==> config.mk <==
export PLATFORM = sky130hd
export DESIGN_NAME = undo_slot_remapper
export DESIGN_NICKNAME = d
export VERILOG_FILES = /design/src/design/usr_pkg.sv /design/src/design/usr_in_stage.sv /design/src/design/usr_slot_table.sv /design/src/design/undo_slot_remapper.sv
export SDC_FILE = /design/constraint.sdc
export NUM_CORES = 1
export LEC_CHECK = 0
export BUFFER_PORTS_ARGS = -buffer_cell sky130_fd_sc_hd__buf_2
export CORE_MARGIN = 3
export CORE_UTILIZATION = 63
export CTS_BUF_LIST = sky130_fd_sc_hd__clkbuf_16
export CTS_CLUSTER_DIAMETER = 120
export CTS_CLUSTER_SIZE = 12
export DETAILED_ROUTE_END_ITERATION = 10
export PLACE_DENSITY = 0.83
export SLEW_MARGIN = 20
export SYNTH_ARGS = -nofsm -noshare
export SYNTH_HDL_FRONTEND = slang
export SYNTH_SLANG_ARGS = --single-unit
==> constraint.sdc <==
create_clock -name clk -period 13.21 [get_ports clk]
set_input_delay 0.6605 -clock clk [delete_from_list [all_inputs] [get_ports clk]]
set_output_delay 0.6605 -clock clk [all_outputs]
set_load 0.01 [all_outputs]
==> src/design/usr_pkg.sv <==
// Shared types and constants for the undo slot remapper.
`timescale 1ns / 1ps
`default_nettype none
package usr_pkg;

  localparam int SLOT_COUNT_DEF = 4;   // legal range 3..4
  localparam int SLOT_W         = 2;
  localparam int USED_W         = 3;
  localparam int CNT_W          = 64;
  localparam int MAP_DEPTH      = 4;
  localparam int FIRST_NORMAL   = 2;

  // fixed slots
  localparam logic [SLOT_W-1:0] SLOT_OLD  = 2'd0;
  localparam logic [SLOT_W-1:0] SLOT_DEAD = 2'd1;

  // map contents at run start: entry 0 -> 0, entry 1 -> 1, others empty
  localparam logic [MAP_DEPTH-1:0]             MAP_RST_VLD  = 4'b0011;
  localparam logic [MAP_DEPTH-1:0][SLOT_W-1:0] MAP_RST_SLOT = 8'b00_00_01_00;

  // config register map (64-bit registers at 8-byte stride)
  localparam int CFG_ADDR_W = 5;
  localparam int CFG_OFS_W  = 3;
  localparam int CFG_IDX_W  = CFG_ADDR_W - CFG_OFS_W;
  localparam logic [CFG_IDX_W-1:0] CFG_IDX_DEAD    = 2'd0;
  localparam logic [CFG_IDX_W-1:0] CFG_IDX_INVALID = 2'd1;
  localparam logic [CFG_IDX_W-1:0] CFG_IDX_OLDEST  = 2'd2;

  localparam logic [CNT_W-1:0] DEAD_RST    = 64'd1;
  localparam logic [CNT_W-1:0] INVALID_RST = 64'd0;
  localparam logic [CNT_W-1:0] OLDEST_RST  = 64'd0;

  localparam int IN_TDATA_W  = 72;  // 2 + 64 padded to bytes
  localparam int IN_TUSER_W  = 2;
  localparam int OUT_TDATA_W = 8;
  localparam int OUT_TUSER_W = 2;

  typedef struct packed {
    logic              run_start;
    logic              is_target;
    logic [CNT_W-1:0]  element_counter;
    logic [SLOT_W-1:0] orig_slot;
  } usr_item_t;

  typedef struct packed {
    logic              allocated;
    logic              new_group;
    logic [SLOT_W-1:0] new_slot;
  } usr_res_t;

  typedef struct packed {
    logic [CNT_W-1:0] dead_counter;
    logic [CNT_W-1:0] invalid_counter;
    logic [CNT_W-1:0] oldest_counter;
  } usr_cfg_t;

endpackage : usr_pkg
`default_nettype wire

==> src/design/usr_in_stage.sv <==
// Input register stage: captures one beat and unpacks its fields.
`timescale 1ns / 1ps
`default_nettype none
module usr_in_stage
  import usr_pkg::*;
(
  input  wire logic                  clk,
  input  wire logic                  rst_n,
  input  wire logic                  in_tvalid,
  output logic                       in_tready,
  input  wire logic [IN_TDATA_W-1:0] in_tdata,   // orig_slot, element_counter, pad
  input  wire logic [IN_TUSER_W-1:0] in_tuser,   // is_target, run_start
  input  wire logic                  take,
  output logic                       item_vld,
  output usr_item_t                  item
);

  logic      vld_r;
  usr_item_t item_r;

  assign in_tready = !vld_r || take;
  assign item_vld  = vld_r;
  assign item      = item_r;

  always_ff @(posedge clk) begin
    if (!rst_n) begin
      vld_r <= 1'b0;
    end else if (in_tready) begin
      vld_r <= in_tvalid;
    end
  end

  always_ff @(posedge clk) begin
    if (in_tvalid && in_tready) begin
      item_r.orig_slot       <= in_tdata[SLOT_W-1:0];
      item_r.element_counter <= in_tdata[SLOT_W+CNT_W-1:SLOT_W];
      item_r.is_target       <= in_tuser[0];
      item_r.run_start       <= in_tuser[1];
    end
  end

endmodule : usr_in_stage
`default_nettype wire

==> src/design/usr_slot_table.sv <==
// Slot table, per-run map and combinational slot assignment.
`timescale 1ns / 1ps
`default_nettype none
module usr_slot_table
  import usr_pkg::*;
#(
  parameter int SLOT_COUNT = SLOT_COUNT_DEF
) (
  input  wire logic      clk,
  input  wire logic      rst_n,
  input  wire logic      step,
  input  wire usr_item_t item,
  input  wire usr_cfg_t  cfg,
  output usr_res_t       res
);

  localparam int NORM = SLOT_COUNT - FIRST_NORMAL;
  localparam logic [USED_W-1:0] USED_FULL = USED_W'(SLOT_COUNT);
  localparam logic [USED_W-1:0] USED_RST  = USED_W'(FIRST_NORMAL);

  logic [MAP_DEPTH-1:0]             map_vld_r, map_vld_nxt;
  logic [MAP_DEPTH-1:0][SLOT_W-1:0] map_slot_r, map_slot_nxt;
  logic [NORM-1:0][CNT_W-1:0]       cnt_r;
  logic [USED_W-1:0]                used_r, used_nxt;

  logic [MAP_DEPTH-1:0]             eff_vld;
  logic [MAP_DEPTH-1:0][SLOT_W-1:0] eff_slot;
  logic [USED_W-1:0]                eff_used;
  logic [USED_W-1:0]                alloc_pos;
  logic [SLOT_W-1:0]                norm_slot, slot;
  logic hit_dead, below_old, hit_inv, norm_hit, full, use_map, regroup, alloc;
  logic map_ok;

  always_comb begin
    // run start clears the run state before the element is handled
    eff_used = item.run_start ? USED_RST     : used_r;
    eff_vld  = item.run_start ? MAP_RST_VLD  : map_vld_r;
    eff_slot = item.run_start ? MAP_RST_SLOT : map_slot_r;

    hit_dead  = item.element_counter == cfg.dead_counter;
    below_old = item.element_counter <  cfg.oldest_counter;
    hit_inv   = item.element_counter == cfg.invalid_counter;

    // first matching normal slot wins: scan high to low
    norm_hit  = 1'b0;
    norm_slot = SLOT_OLD;
    for (int k = NORM - 1; k >= 0; k--) begin
      if ((USED_W'(k + FIRST_NORMAL) < eff_used) && (item.element_counter == cnt_r[k])) begin
        norm_hit  = 1'b1;
        norm_slot = SLOT_W'(k + FIRST_NORMAL);
      end
    end

    full    = eff_used >= USED_FULL;
    use_map = !item.is_target && eff_vld[item.orig_slot];

    regroup   = 1'b0;
    alloc     = 1'b0;
    alloc_pos = eff_used;
    if (use_map) begin
      slot = eff_slot[item.orig_slot];
    end else if (hit_dead) begin
      slot = SLOT_DEAD;
    end else if (below_old || hit_inv) begin
      slot = SLOT_OLD;
    end else if (norm_hit) begin
      slot = norm_slot;
    end else if (!full) begin
      alloc = 1'b1;
      slot  = eff_used[SLOT_W-1:0];
    end else begin
      // table full: fresh group, the element lands in the first normal slot
      regroup   = 1'b1;
      alloc     = 1'b1;
      alloc_pos = USED_RST;
      slot      = SLOT_W'(FIRST_NORMAL);
    end

    map_vld_nxt  = regroup ? MAP_RST_VLD  : eff_vld;
    map_slot_nxt = regroup ? MAP_RST_SLOT : eff_slot;
    if (!item.is_target && !use_map) begin
      map_vld_nxt[item.orig_slot]  = 1'b1;
      map_slot_nxt[item.orig_slot] = slot;
    end

    if (regroup) begin
      used_nxt = USED_RST + USED_W'(1);
    end else if (alloc) begin
      used_nxt = eff_used + USED_W'(1);
    end else begin
      used_nxt = eff_used;
    end

    res.new_slot  = slot;
    res.new_group = regroup;
    res.allocated = alloc;
  end

  always_ff @(posedge clk) begin
    if (!rst_n) begin
      map_vld_r  <= MAP_RST_VLD;
      map_slot_r <= MAP_RST_SLOT;
      used_r     <= USED_RST;
    end else if (step) begin
      map_vld_r  <= map_vld_nxt;
      map_slot_r <= map_slot_nxt;
      used_r     <= used_nxt;
    end
  end

  // counters are read only below used_r, so they need no clearing
  always_ff @(posedge clk) begin
    for (int k = 0; k < NORM; k++) begin
      if (step && alloc && (alloc_pos == USED_W'(k + FIRST_NORMAL))) begin
        cnt_r[k] <= item.element_counter;
      end
    end
  end

  always_comb begin
    map_ok = 1'b1;
    for (int i = 0; i < MAP_DEPTH; i++) begin
      if (map_vld_r[i] && !(USED_W'(map_slot_r[i]) < used_r)) begin
        map_ok = 1'b0;
      end
    end
  end

  a_used_range: assert property (@(posedge clk) disable iff (!rst_n)
    (used_r >= USED_RST) && (used_r <= USED_FULL))
    else $error("slots_used out of range");

  a_map_in_table: assert property (@(posedge clk) disable iff (!rst_n) map_ok)
    else $error("map entry points past the used slots");

  a_regroup_alloc: assert property (@(posedge clk) disable iff (!rst_n)
    step && res.new_group |-> res.allocated && (res.new_slot == SLOT_W'(FIRST_NORMAL)))
    else $error("new group without allocation in first normal slot");

  a_alloc_grows: assert property (@(posedge clk) disable iff (!rst_n)
    step && res.allocated && !res.new_group |=> used_r == $past(eff_used) + USED_W'(1))
    else $error("allocation did not grow the table by one");

endmodule : usr_slot_table
`default_nettype wire

==> src/design/undo_slot_remapper.sv <==
// Top level of the undo slot remapper: config registers, stages, result register.
`timescale 1ns / 1ps
`default_nettype none
// One beat in gives one beat out. Each element is mapped to a slot of a fresh
// table: slot 1 for the dead counter, slot 0 for counters older than
// oldest_counter or equal to invalid_counter, else a reused or newly allocated
// normal slot (2 .. SLOT_COUNT-1). Non-target elements cache their slot per
// original slot number until run_start (tuser bit 1) or a new group clears
// map and table. When no normal slot is left, a new group starts at the
// element: new_group and allocated are set and it takes the first normal slot.
// Throughput is one beat per clock while out_tready is held high; a beat passes
// the input register, then the result register. The rate is set by the slot
// table, whose compares and map lookup are combinational for each element.
// Config registers (64-bit, byte address 8*i): 0 dead_counter (reset 1),
// 1 invalid_counter (reset 0), 2 oldest_counter (reset 0). Write them only
// while no beat is in flight.
module undo_slot_remapper
  import usr_pkg::*;
#(
  parameter int SLOT_COUNT = SLOT_COUNT_DEF
) (
  input  wire logic                   clk,
  input  wire logic                   rst_n,
  // input stream
  input  wire logic                   in_tvalid,
  output logic                        in_tready,
  input  wire logic [IN_TDATA_W-1:0]  in_tdata,   // [1:0] orig_slot, [65:2] element_counter
  input  wire logic [IN_TUSER_W-1:0]  in_tuser,   // [0] is_target, [1] run_start
  // result stream
  output logic                        out_tvalid,
  input  wire logic                   out_tready,
  output logic [OUT_TDATA_W-1:0]      out_tdata,  // [1:0] new_slot
  output logic [OUT_TUSER_W-1:0]      out_tuser,  // [0] new_group, [1] allocated
  // config port
  input  wire logic                   cfg_psel,
  input  wire logic                   cfg_penable,
  input  wire logic                   cfg_pwrite,
  input  wire logic [CFG_ADDR_W-1:0]  cfg_paddr,
  input  wire logic [CNT_W-1:0]       cfg_pwdata,
  output logic [CNT_W-1:0]            cfg_prdata,
  output logic                        cfg_pready
);

  usr_cfg_t  cfg_r;
  usr_item_t item;
  usr_res_t  res;
  usr_res_t  res_r;
  logic      item_vld;
  logic      take;
  logic      out_vld_r;
  logic      cfg_wr;
  logic [CFG_IDX_W-1:0] cfg_idx;

  // config registers
  assign cfg_pready = 1'b1;
  assign cfg_wr     = cfg_psel && cfg_penable && cfg_pwrite && cfg_pready;
  assign cfg_idx    = cfg_paddr[CFG_ADDR_W-1:CFG_OFS_W];

  always_ff @(posedge clk) begin
    if (!rst_n) begin
      cfg_r.dead_counter    <= DEAD_RST;
      cfg_r.invalid_counter <= INVALID_RST;
      cfg_r.oldest_counter  <= OLDEST_RST;
    end else if (cfg_wr) begin
      case (cfg_idx)
        CFG_IDX_DEAD:    cfg_r.dead_counter    <= cfg_pwdata;
        CFG_IDX_INVALID: cfg_r.invalid_counter <= cfg_pwdata;
        CFG_IDX_OLDEST:  cfg_r.oldest_counter  <= cfg_pwdata;
        default: ;
      endcase
    end
  end

  always_comb begin
    case (cfg_idx)
      CFG_IDX_DEAD:    cfg_prdata = cfg_r.dead_counter;
      CFG_IDX_INVALID: cfg_prdata = cfg_r.invalid_counter;
      CFG_IDX_OLDEST:  cfg_prdata = cfg_r.oldest_counter;
      default:         cfg_prdata = '0;
    endcase
  end

  // the held beat is processed whenever the result register can take it
  assign take = item_vld && (!out_vld_r || out_tready);

  usr_in_stage u_in (
    .clk       (clk),
    .rst_n     (rst_n),
    .in_tvalid (in_tvalid),
    .in_tready (in_tready),
    .in_tdata  (in_tdata),
    .in_tuser  (in_tuser),
    .take      (take),
    .item_vld  (item_vld),
    .item      (item)
  );

  usr_slot_table #(
    .SLOT_COUNT (SLOT_COUNT)
  ) u_table (
    .clk   (clk),
    .rst_n (rst_n),
    .step  (take),
    .item  (item),
    .cfg   (cfg_r),
    .res   (res)
  );

  // result register
  always_ff @(posedge clk) begin
    if (!rst_n) begin
      out_vld_r <= 1'b0;
    end else if (take) begin
      out_vld_r <= 1'b1;
    end else if (out_tready) begin
      out_vld_r <= 1'b0;
    end
  end

  always_ff @(posedge clk) begin
    if (take) begin
      res_r <= res;
    end
  end

  assign out_tvalid = out_vld_r;
  assign out_tdata  = {{(OUT_TDATA_W - SLOT_W){1'b0}}, res_r.new_slot};
  assign out_tuser  = {res_r.allocated, res_r.new_group};

endmodule : undo_slot_remapper
`default_nettype wire
Yosys cells after proc, flatten, opt, wreduce, memory -nomap -nowiden
Index checks and enable logic that the tools add are counted.
Storage, ports and cells
  register bits after elaboration: 409
  bits in latches: 0
  memory bits (writable): 0
  ROM bits: 0
  input bits: 150
  output and inout port bits: 77
  logic and storage cells: 104
  memories: 0
Operators by class
  add/subtract/negate cells: 1
  $mul: 0
  div/mod/pow operators: 0
  magnitude comparators: 6
  eq/ne operators: 8
  shifts and indexed selects: 0
  mux-type cells: 44
  bitwise logic cells: 1
  reductions and logical operators: 24
Operators by type and width (number)
  64-bit == test: 4
  64-bit one-hot mux with 3 select lines: 1
  64-bit < comparator: 1
  3-bit two-way mux: 8
  8-bit two-way mux: 3
  2-bit two-way mux: 9
  1-bit two-way mux: 15
  1-bit logical AND: 12
  4-bit two-way mux: 3
  8-bit bitwise mux: 1
  3-bit by 2-bit == test with 1-bit output, second input constant: 2
  2-bit by 3-bit < comparator with 1-bit output, first input constant: 2
  2-bit AND reduction: 3
  2-bit binary-select mux with 2-bit select: 1
  2-bit demux with 2-bit select: 1
  1-bit logical NOT: 4
  4-bit OR: 1
  3-bit by 1-bit adder with 3-bit output, second input constant: 1
  3-bit greater-or-equal comparator, second input constant: 1
  1-bit logical OR: 3
  2-bit by 3-bit < comparator with 1-bit output, second input constant: 1
  1-bit binary-select mux with 2-bit select: 1
  1-bit demux with 2-bit select: 1
  2-bit by 1-bit == test with 1-bit output, second input constant: 1
  4 further kinds: 4

Longest topological paths before layout
  depth after elaboration: 12
  gate-level depth with buffers: 11
  mapped depth without buffers: 11

Cells and area by module
Synthesis repeated with hierarchy kept, for this count alone.
Second synthesis, totals
  cell total of the unflattened synthesis: 1844
  area, all modules: 20091.8 um2
By module, submodules not included
  usr_slot_table: instances 1, cells each 845, area each 9331.4 um2, seq. area each 4144.0 um2
  undo_slot_remapper: instances 1, cells each 926, area each 8660.8 um2, seq. area each 3983.8 um2
  usr_in_stage: instances 1, cells each 73, area each 2099.5 um2, seq. area each 2062.0 um2

Least setup slack after synthesis
No wires, ideal clock.
  path type: reg-to-reg
  start point: reg u_in.item_r (netlist bit u_in.item[17])
  end point: reg u_table.cnt_r[0] in the netlist's numbering, enable pin
  data arrival time: 6763 ps
  data required time: 12645 ps
  slack: 5882 ps
  cell stages (with the launch flop): 10
  buffers on the path: 0
  clock period less this slack: 7328 ps
  cells stage by stage: edfxtp_1 > ha_1 > and4_2 > o311ai_0 > nor3_2 > a2111oi_4 > or3_4 > a21boi_4 > nand2_1 > nor3_1
Between the ends
  longest elaborated chain between the ends: 10
  elaborated cells on any way between the ends: 21
RTL lines
  start, declared: line usr_in_stage.sv:19  | usr_item_t item_r;
  parallel branches: the longest is 9 deep, another holds 64-bit < comparator
  1-bit logical AND (*): line usr_slot_table.sv:114  | if (step && alloc && (alloc_pos == USED_W'(k + FIRST_NORMAL))) begin
  end signal, assigned by index: line usr_slot_table.sv:115  | cnt_r[k] <= item.element_counter;
  end, declared: line usr_slot_table.sv:23  | logic [NORM-1:0][CNT_W-1:0] cnt_r;
Every way passes the cells marked *.
A chain may end at the register's enable or synchronous reset.

==> flow_metrics.py <==
metrics = {
    "grt": {
        "grt_usage": 0.3561,
        "grt_pass1_vias": 15320,
        "grt_pass1_wl_mm": 90.45,
        "overflow": 0,
        "antenna_found_initial": 1,
        "grt_max_degree": 118,
    },
    "cells_and_area": {
        "syn2layout_area_growth_pct": 12.44,
        "final_layout_size_suffix_gt1_frac": 0.1381,
        "mostFrequentLayoutCell": "nand2_1",
        "final_net_count": 2371,
        "layout_common_cells": "nand2_1 (477), a21oi_1 (220), dfxtp_1 (209), buf_2 (209), edfxtp_1 (200)",
        "nFillCells": 2161,
    },
    "setup_path": {
        "startpoint": "u_in.item[47]",
        "crit_type": "reg2reg",
        "reg2reg_to": "u_table.cnt_r[100]",
        "endpoint": "u_table.cnt_r[100]",
        "crit_top_cell": "nand4_1",
        "r2r_setup_slack_ns": 8.73,
        "path_buf_inv": 2,
        "reg2reg_depth": 10,
        "critPathArrivalTime_ns": 4.64,
        "critPathSlowestCell": "edfxtp_1",
        "crit_required_ns": 13.37,
        "crit_chain": "ha_1, nand4_1, nor4_2, nand4_1, or3_4, a21boi_4, nand2_1, inv_2, and4_2, buf_4",
        "slowest_delay_ns": 0.71,
        "endpoint_kind": "flop",
        "crit_cells": 10,
        "r2r-start": "u_in.item[47]",
        "critical-path-top-delay-family": "simple AND/OR/NAND/NOR gates",
        "critPathMaxFanout": 64,
        "critPathLaunchType": "flop",
    },
    "cts": {
        "cts.sinks": 409,
        "clk_path_buf_depth": 3,
        "cts_tree": "yes",
        "cts_htree_levels": 2,
        "clk_pin_slew_ns": 0.06,
        "ctsHoldBuffers": 0,
        "post_cts_buffers": 0,
        "worstSkewPairLatency_ns": 0.54,
        "clock-root-buffer": "clkbuf_16",
        "ctsResizeCount": 0,
        "cts_inserted_buffers": 40,
    },
    "floorplan": {
        "die_y_um": 182.1,
        "fp.coreArea_um2": 30110,
        "io_pins": 227,
        "chipWidth_um": 182.1,
        "fp.dieArea_um2": 33150,
        "core.rowCount": 63,
        "initial_core_util": 0.6485,
    },
    "placement": {
        "gp_congestion": 0.9851,
        "placement.io_buffers": 210,
        "dpl.hpwl_mm": 41.88,
    },
    "logic_synthesis": {
        "yosysTopAreaCellShare": 0.3075,
        "synth_top_area_cell": "edfxtp_1",
        "avgSynthCellArea_um2": 9.828,
        "synthFlopType": "dfxtp_1",
        "synth_warnings": 0,
        "syn_inst": 1987,
        "async_reset_ff_frac": 0,
        "ys_types": 70,
        "synth_edf_count": 200,
        "synthTopCellsByArea": "edfxtp_1 (31%), dfxtp_1 (21%), nand2_1 (9.2%)",
        "synth-seq-cells": 409,
        "synth_area_um2": 19530,
        "ys_seq_area_frac": 0.5218,
    },
    "timing": {
        "period_minus_slack_ns": 4.478,
        "maxSlewHeadroom": 0.3145,
        "fin_tns_setup_ns": 0,
        "fin_crit_sh": 0.3390,
        "finalMaxSlewViolations": 0,
        "tightestPinTransition_ns": 1.026,
        "fin_skew_ns": 0.01284,
        "clock.fmax_mhz": 223.3,
        "rsz0062_at_grt": "no",
        "setup-violations-final": 0,
        "hold_viol": 0,
    },
    "drt": {
        "drt_first_pass_iters": 6,
        "antenna_left": 0,
        "wl_per_cell_um": 23.59,
        "routed_wl_mm": 60.65,
        "drc_errors": 0,
        "vias": 15930,
        "drt_iter0_drc": 2082,
        "avgViaCountPerCell": 6.194,
    },
    "power_and_ir_drop": {
        "p_leak_nw": 8.086,
        "p_per_area_nw_per_um2": 121.5,
        "p_total_w": 0.002668,
        "ir_drop_mv": 0.09912,
    },
    "min_path": {
        "min_path_type": "in2reg",
    },
    "outcome": {
        "outcome": "finished clean",
    },
    "flow_run": {
        "drv_cap": 0,
    },
}
-- how the worst min path moves through the flow --
| stage | to | cells after the start | start |
|---|---|---|---|
| final | u_in.item[27] | 1 | in_tdata[27] |
| after global routing | u_in.item[0] | 1 | in_tdata[0] |
| after CTS | u_in.item[32] | 1 | in_tdata[32] |
| after detailed placement | u_table.map_vld_r[1] | 1 | u_table.map_vld_r[1] |
| after global placement | u_table.map_vld_r[1] | 1 | u_table.map_vld_r[1] |
| after floorplan | u_table.map_vld_r[1] | 1 | u_table.map_vld_r[1] |
-- metrics by stage --
stage | cell area, um^2 | hold slack, ns | std cells | utilization | worst slack, ns
final | 21960 | 0.2917 | 2571 | 0.7292 | 8.732
after floorplan | 19550 | 0.4238 | 1992 | - | 5.883
after detailed placement | 20820 | 0.4593 | 2505 | 0.6915 | 8.831
after CTS | 21960 | 0.2790 | 2570 | 0.7292 | 8.810
after global placement | 20820 | 0.4491 | 2505 | 0.6915 | 8.904
after global routing | 21960 | 0.2740 | 2570 | 0.7292 | 8.589
-- final cells by class --
cell class	instances	area, um^2	area share
clock buffer	41	1026	0.04672
timing repair buffer	224	1159	0.05276
multi-input combinational	1394	8651	0.3940
antenna	1	2.502	0.0001140
clock inverter	24	107.6	0.004900
sequential	409	10190	0.4640
tap	390	488.0	0.02222
inverter	88	335.3	0.01527
-- layer usage --
layer | global-route usage | share of wire | vias up
met2 | 0.5734 | 0.47 | 1007
met4 | 0.1703 | 0.054 | 0
met5 | 0 | 0 | -
met3 | 0.06378 | 0.11 | 192
met1 | 0.4698 | 0.37 | 7551
li1 | - | - | 7176
-- worst reg2reg max path, cell delays in order (launching register included) --
cell,delay (ns)
edfxtp_1,0.71
ha_1,0.45
nand4_1,0.21
nor4_2,0.44
nand4_1,0.22
or3_4,0.49
a21boi_4,0.36
nand2_1,0.18
inv_2,0.12
and4_2,0.22
buf_4,0.65
-- synthesized netlist by cell type (all sizes together), types with 2 or more instances --
library cell,count
mux2i,65
conb,2
inv,88
a32o,5
o211ai,3
nor3,10
nand3b,3
a221oi,4
nand2b,10
nor4,44
and2,4
a22oi,2
edfxtp,200
buf,17
a2111oi,7
o22ai,3
mux4,2
nor2,23
xnor2,106
dfxtp,209
a21oi,221
o31ai,2
ha,64
o311ai,3
o221ai,3
a31oi,5
a21o,4
a211oi,3
clkbuf,84
a311oi,2
and3,3
or2,2
nor2b,17
o21ai,78
and4,7
nand2,478
xor2,132
nand3,11
or3,2
nand4,47
-- report_power, final --
group	leakage, nW	switching [W]	total (W)	internal, W
Clock	0.632	0.000476	0.00103	0.000558
Sequential	3.55	0.0000594	0.00142	0.00136
Combinational	3.90	0.000132	0.000210	0.0000784
Total	8.09	0.000667	0.00267	0.00200
-- logic make-up after synthesis --
| logic type | synth area share |
|---|---|
| simple gates | 0.1509 |
| fa+ha+maj | 0.04100 |
| flops | 0.5218 |
| mux | 0.03562 |
| buf+inv | 0.03812 |
| xor+xnor | 0.1067 |
| other cells | 0.0003846 |
| compound gates | 0.1055 |
-- state kept, by name (all words and copies together) (netlist names) --
register / flops
u_table.cnt_r: 128
u_table.map_slot_r: 8
out_tuser: 2
u_in.item: 68
out_tdata: 2
u_in.item_vld: 1
out_tvalid: 1
u_table.map_vld_r: 4
u_table.used_r: 3
cfg_r: 192
Power figures use the tool's default switching activity.
